`src/sv/kplc_pkg.sv`:
```
`default_nettype none
package kplc_pkg;

	localparam int KEY_LINES        = 16;
	localparam int MAX_BUFFER_DEPTH = 16;
	localparam int CODE_W           = 16;
	localparam int CHAR_W           = 7;
	localparam int POS_W            = 5;
	localparam int CFG_INDEX_W      = 1;
	localparam int CFG_DATA_W       = 16;

	localparam logic [CODE_W-1:0] RELEASED_CODE = 16'hFFFF;
	localparam logic [CODE_W-1:0] HOLD_MAX      = 16'hFFFF;
	localparam logic [CODE_W-1:0] THRESHOLD_RST = 16'd140;
	localparam logic [POS_W-1:0]  DEPTH_RST     = 5'd13;

	localparam logic [CFG_INDEX_W-1:0] CFG_THRESHOLD = 1'd0;
	localparam logic [CFG_INDEX_W-1:0] CFG_DEPTH     = 1'd1;

	localparam logic [1:0] STATUS_NONE    = 2'd0;
	localparam logic [1:0] STATUS_SHORT   = 2'd1;
	localparam logic [1:0] STATUS_LONG    = 2'd2;
	localparam logic [1:0] STATUS_NO_HOLD = 2'd3;

	localparam logic [CODE_W-1:0] KEY_PATTERNS [KEY_LINES] = '{
		16'hFFFE, 16'hFFFD, 16'hFFFB, 16'hFFEF, 16'hFFDF, 16'hFFBF, 16'hFEFF, 16'hFDFF,
		16'hFBFF, 16'hEFFF, 16'hDFFF, 16'hBFFF, 16'h7FFF, 16'hF7FF, 16'hFF7F, 16'hFFF7
	};
	localparam logic [CHAR_W-1:0] KEY_NAMES [KEY_LINES] = '{
		7'h31, 7'h32, 7'h33, 7'h34, 7'h35, 7'h36, 7'h37, 7'h38,
		7'h39, 7'h2A, 7'h30, 7'h23, 7'h44, 7'h43, 7'h42, 7'h41
	};

	typedef struct packed {
		logic              mode;
		logic [CODE_W-1:0] key_bits;
	} scan_t;

	typedef struct packed {
		logic [CHAR_W-1:0] key_char;
		logic              beep_on;
		logic [1:0]        press_status;
		logic [CHAR_W-1:0] event_char;
		logic [CODE_W-1:0] event_code;
		logic [POS_W-1:0]  buffer_pos;
		logic              buffer_wrapped;
	} result_t;

	typedef struct packed {
		logic              hit;
		logic [CHAR_W-1:0] name;
	} decode_t;

endpackage
`default_nettype wire

```
`src/sv/kplc_key_decoder.sv`:
```
`default_nettype none
module kplc_key_decoder
	import kplc_pkg::*;
(
	input  wire logic [CODE_W-1:0] key_bits,
	output decode_t                dec
);

	always_comb begin
		dec.hit  = 1'b0;
		dec.name = '0;
		for (int i = 0; i < KEY_LINES; i++) begin
			if (KEY_PATTERNS[i] == key_bits) begin
				dec.hit  = 1'b1;
				dec.name = KEY_NAMES[i];
			end
		end
	end

endmodule
`default_nettype wire

```
`config.mk`:
```
export PLATFORM = sky130hd
export DESIGN_NAME = kplc_key_decoder
export DESIGN_NICKNAME = d
export VERILOG_FILES = /design/src/sv/kplc_pkg.sv /design/src/sv/kplc_key_decoder.sv
export SDC_FILE = /design/constraint.sdc
export NUM_CORES = 1
export LEC_CHECK = 0
export BUFFER_PORTS_ARGS = -buffer_cell sky130_fd_sc_hd__buf_2
export CORE_AREA = 2 2 48 50
export DETAILED_ROUTE_END_ITERATION = 7
export DIE_AREA = 0 0 50 52
export GPL_TIMING_DRIVEN = 0
export SYNTH_ARGS = -nofsm -noshare
export SYNTH_HDL_FRONTEND = slang
export SYNTH_SLANG_ARGS = --single-unit
```
`constraint.sdc`:
```
create_clock -name vclk -period 2.2
set_input_delay 0.33 -clock vclk [all_inputs]
set_output_delay 0.33 -clock vclk [all_outputs]
set_load 0.01 [all_outputs]
```
==> impl_metrics.json <==
{
  "synth_cell_type_count": 29,
  "netlist.area_leader.share_pct": 13.68,
  "fin_crit_ps": 1992,
  "cts_resized": 0,
  "setup_viol": 0,
  "cpPeakStageDelay_ps": 620,
  "area_growth_pct": 21.89,
  "grt_pass1_wl_um": 2435,
  "path_buf_inv": 2,
  "hold-path-cell-count": 4,
  "crit_chain": "buf_2, nand4_1, or4_1, nand4_1, buf_2",
  "startpoint_type": "primary input",
  "slew_headroom_pct": 70.75,
  "remaining_drc_errors": 0,
  "ioPinCount": 24,
  "ant_nets": 0,
  "tightest_slew_ps": 427.7,
  "slew_viol_final": 0,
  "vias": 656,
  "leakagePower_nw": 0.2594,
  "power.density_nw_per_um2": 120.8,
  "postCtsSetupRepairBufs": 0,
  "yosysSeqAreaShare_pct": 0,
  "grt_max_degree": 10,
  "synth_area_leader_cell": "nand4_1",
  "grtUsageTotal_pct": 11.25,
  "hp-start": "key_bits[8]",
  "overflow": 0,
  "fmax_mhz": 502.0,
  "path_max_fanout": 9,
  "rsz0062_at_grt": "false",
  "drtIter0Drc": 25,
  "final_core_util_pct": 29.11,
  "first_pass_iters": 4,
  "slowest_stage": "or4_1",
  "cts_hold_buf": 0,
  "tns_ps": 0,
  "start_util_pct": 23.89,
  "drive_above_1_share_pct": 27.84,
  "synthTopCellsByArea": "nand4_1 14%, xnor2_1 12%, nand2_1 7.5%, nor3_1 6.0%, xor2_1 5.2%",
  "die_x_um": 50,
  "drt-total-wl_um": 1436,
  "postSynthAreaPerCell_sq_um": 6.134,
  "syn_inst": 82,
  "worstPathArrival_ps": 1660,
  "endpoint_kind": "output pin",
  "diodes": 0,
  "gp_congestion": 0.8706,
  "total_power_w": 0.00007405,
  "rows": 17,
  "hold_end": "dec[3]",
  "cap_violations": 0,
  "dpl.hpwl_um": 1182,
  "status": "finished clean",
  "synth_fp_nets": 98,
  "fin_crit_sh_pct": 90.55,
  "finalHoldViolCount": 0,
  "critical-path-top-delay-family": "simple AND/OR/NAND/NOR gates",
  "synthesis.area_sq_um": 503.0,
  "yosysWarnings": 0,
  "ff_latch_area_sq_um": 0,
  "antenna_found_initial": 0,
  "die_h_um": 52,
  "hold_path_class": "primary input to output pin",
  "ir_drop_mv": 0.03787,
  "wl_per_cell_um": 11.49,
  "nClkBuffers": 0,
  "io_buffers": 15,
  "die_area_sq_um": 2600,
  "worst_hold_slack_ps": 1056,
  "grt_pass1_vias": 545,
  "worstPathRequired_ps": 1870,
  "fin_nets": 115,
  "crit_type": "primary input to output pin",
  "seq_cells": 0,
  "coreArea_sq_um": 2106,
  "vias_per_cell": 5.248
}
layout by cell type (no fill, tap or decap):
cell type,count
o41ai_1,1
nor2_1,4
o21ai_0,1
nand2_2,1
a21oi_1,4
inv_1,4
xnor2_1,7
a22oi_1,1
nand4_1,11
and4_4,1
buf_4,2
nor3_1,6
xor2_1,3
nor4_1,2
or4_1,1
o22ai_1,1
o211ai_1,1
nand2_1,10
nand3_1,3
o2bb2a_1,1
and3_1,1
and4_2,1
a2111oi_0,1
and4_1,2
nor4b_1,1
buf_2,20
nand4b_1,2
nand2b_1,2
clkbuf_2,2
final cells by class:
type,instances,area (sq um)
Inverter,4,15.01
Multi-Input combinational cell,69,437.9
Fill cell,252,1493
Timing Repair Buffer,15,75.07
Tap cell,28,35.03
Buffer,9,50.05
cells by family (layout without fill, tap and decap cells):
logic type                Yosys count  count (layout)  synth area share (%)
buffers and inverters              13              28                 12.93
xor gates and xnor gates           10              10                 17.41
and+or+nand+nor                    48              48                 54.98
AOI/OAI and AO/OA                  11              11                 14.68
stage by stage:
step | worst slack (ps) | area (sq um) | std cells
after global routing | 49.37 | 613.1 | 125
after floorplan | 461.9 | 503.0 | 82
final | 208.0 | 613.1 | 125
after CTS | 216.4 | 613.1 | 125
after detailed placement | 230.7 | 613.1 | 125
after global placement | 230.5 | 613.1 | 125
synth_stat cells:
cell,count
nor2_1,4
o41ai_1,1
buf_4,2
o211ai_1,1
nand4_1,11
nand2_1,10
nand2b_1,2
nor3_1,6
o2bb2a_1,1
and4_4,1
inv_1,4
nor4b_1,1
nand3_1,3
clkbuf_2,2
o21ai_0,1
nor4_1,2
a21oi_1,4
or4_1,1
nand2_2,1
nand4b_1,2
o22ai_1,1
a22oi_1,1
buf_2,5
and4_2,1
and3_1,1
and4_1,2
xnor2_1,7
a2111oi_0,1
xor2_1,3
metal layers:
layer | up-vias | GRT usage [%] | part of all wire [%]
li1 | 338 | - | -
met1 | 288 | 16.15 | 48
met2 | 28 | 18.64 | 42
met3 | 2 | 0.8621 | 8.6
met4 | 0 | 1.389 | 0.97
met5 | - | 0 | 0
worst max-delay path by stage:
stage | endpoint | from | cells after the start
3_5_place_dp | dec[0] | key_bits[1] | 5
4_1_cts | dec[0] | key_bits[2] | 5
6_report | dec[0] | key_bits[1] | 5
2_1_floorplan | dec[0] | key_bits[5] | 5
5_1_grt | dec[0] | key_bits[1] | 5
3_3_place_gp | dec[0] | key_bits[1] | 5
report_power, final:
part / switching [W] / internal, W / total [W]
Sequential: 0 / 0 / 0
Clock: 0 / 0 / 0
Combinational: 0.0000427 / 0.0000313 / 0.0000740
Total: 0.0000427 / 0.0000313 / 0.0000740
No activity file was read; power rests on OpenSTA's default activity.
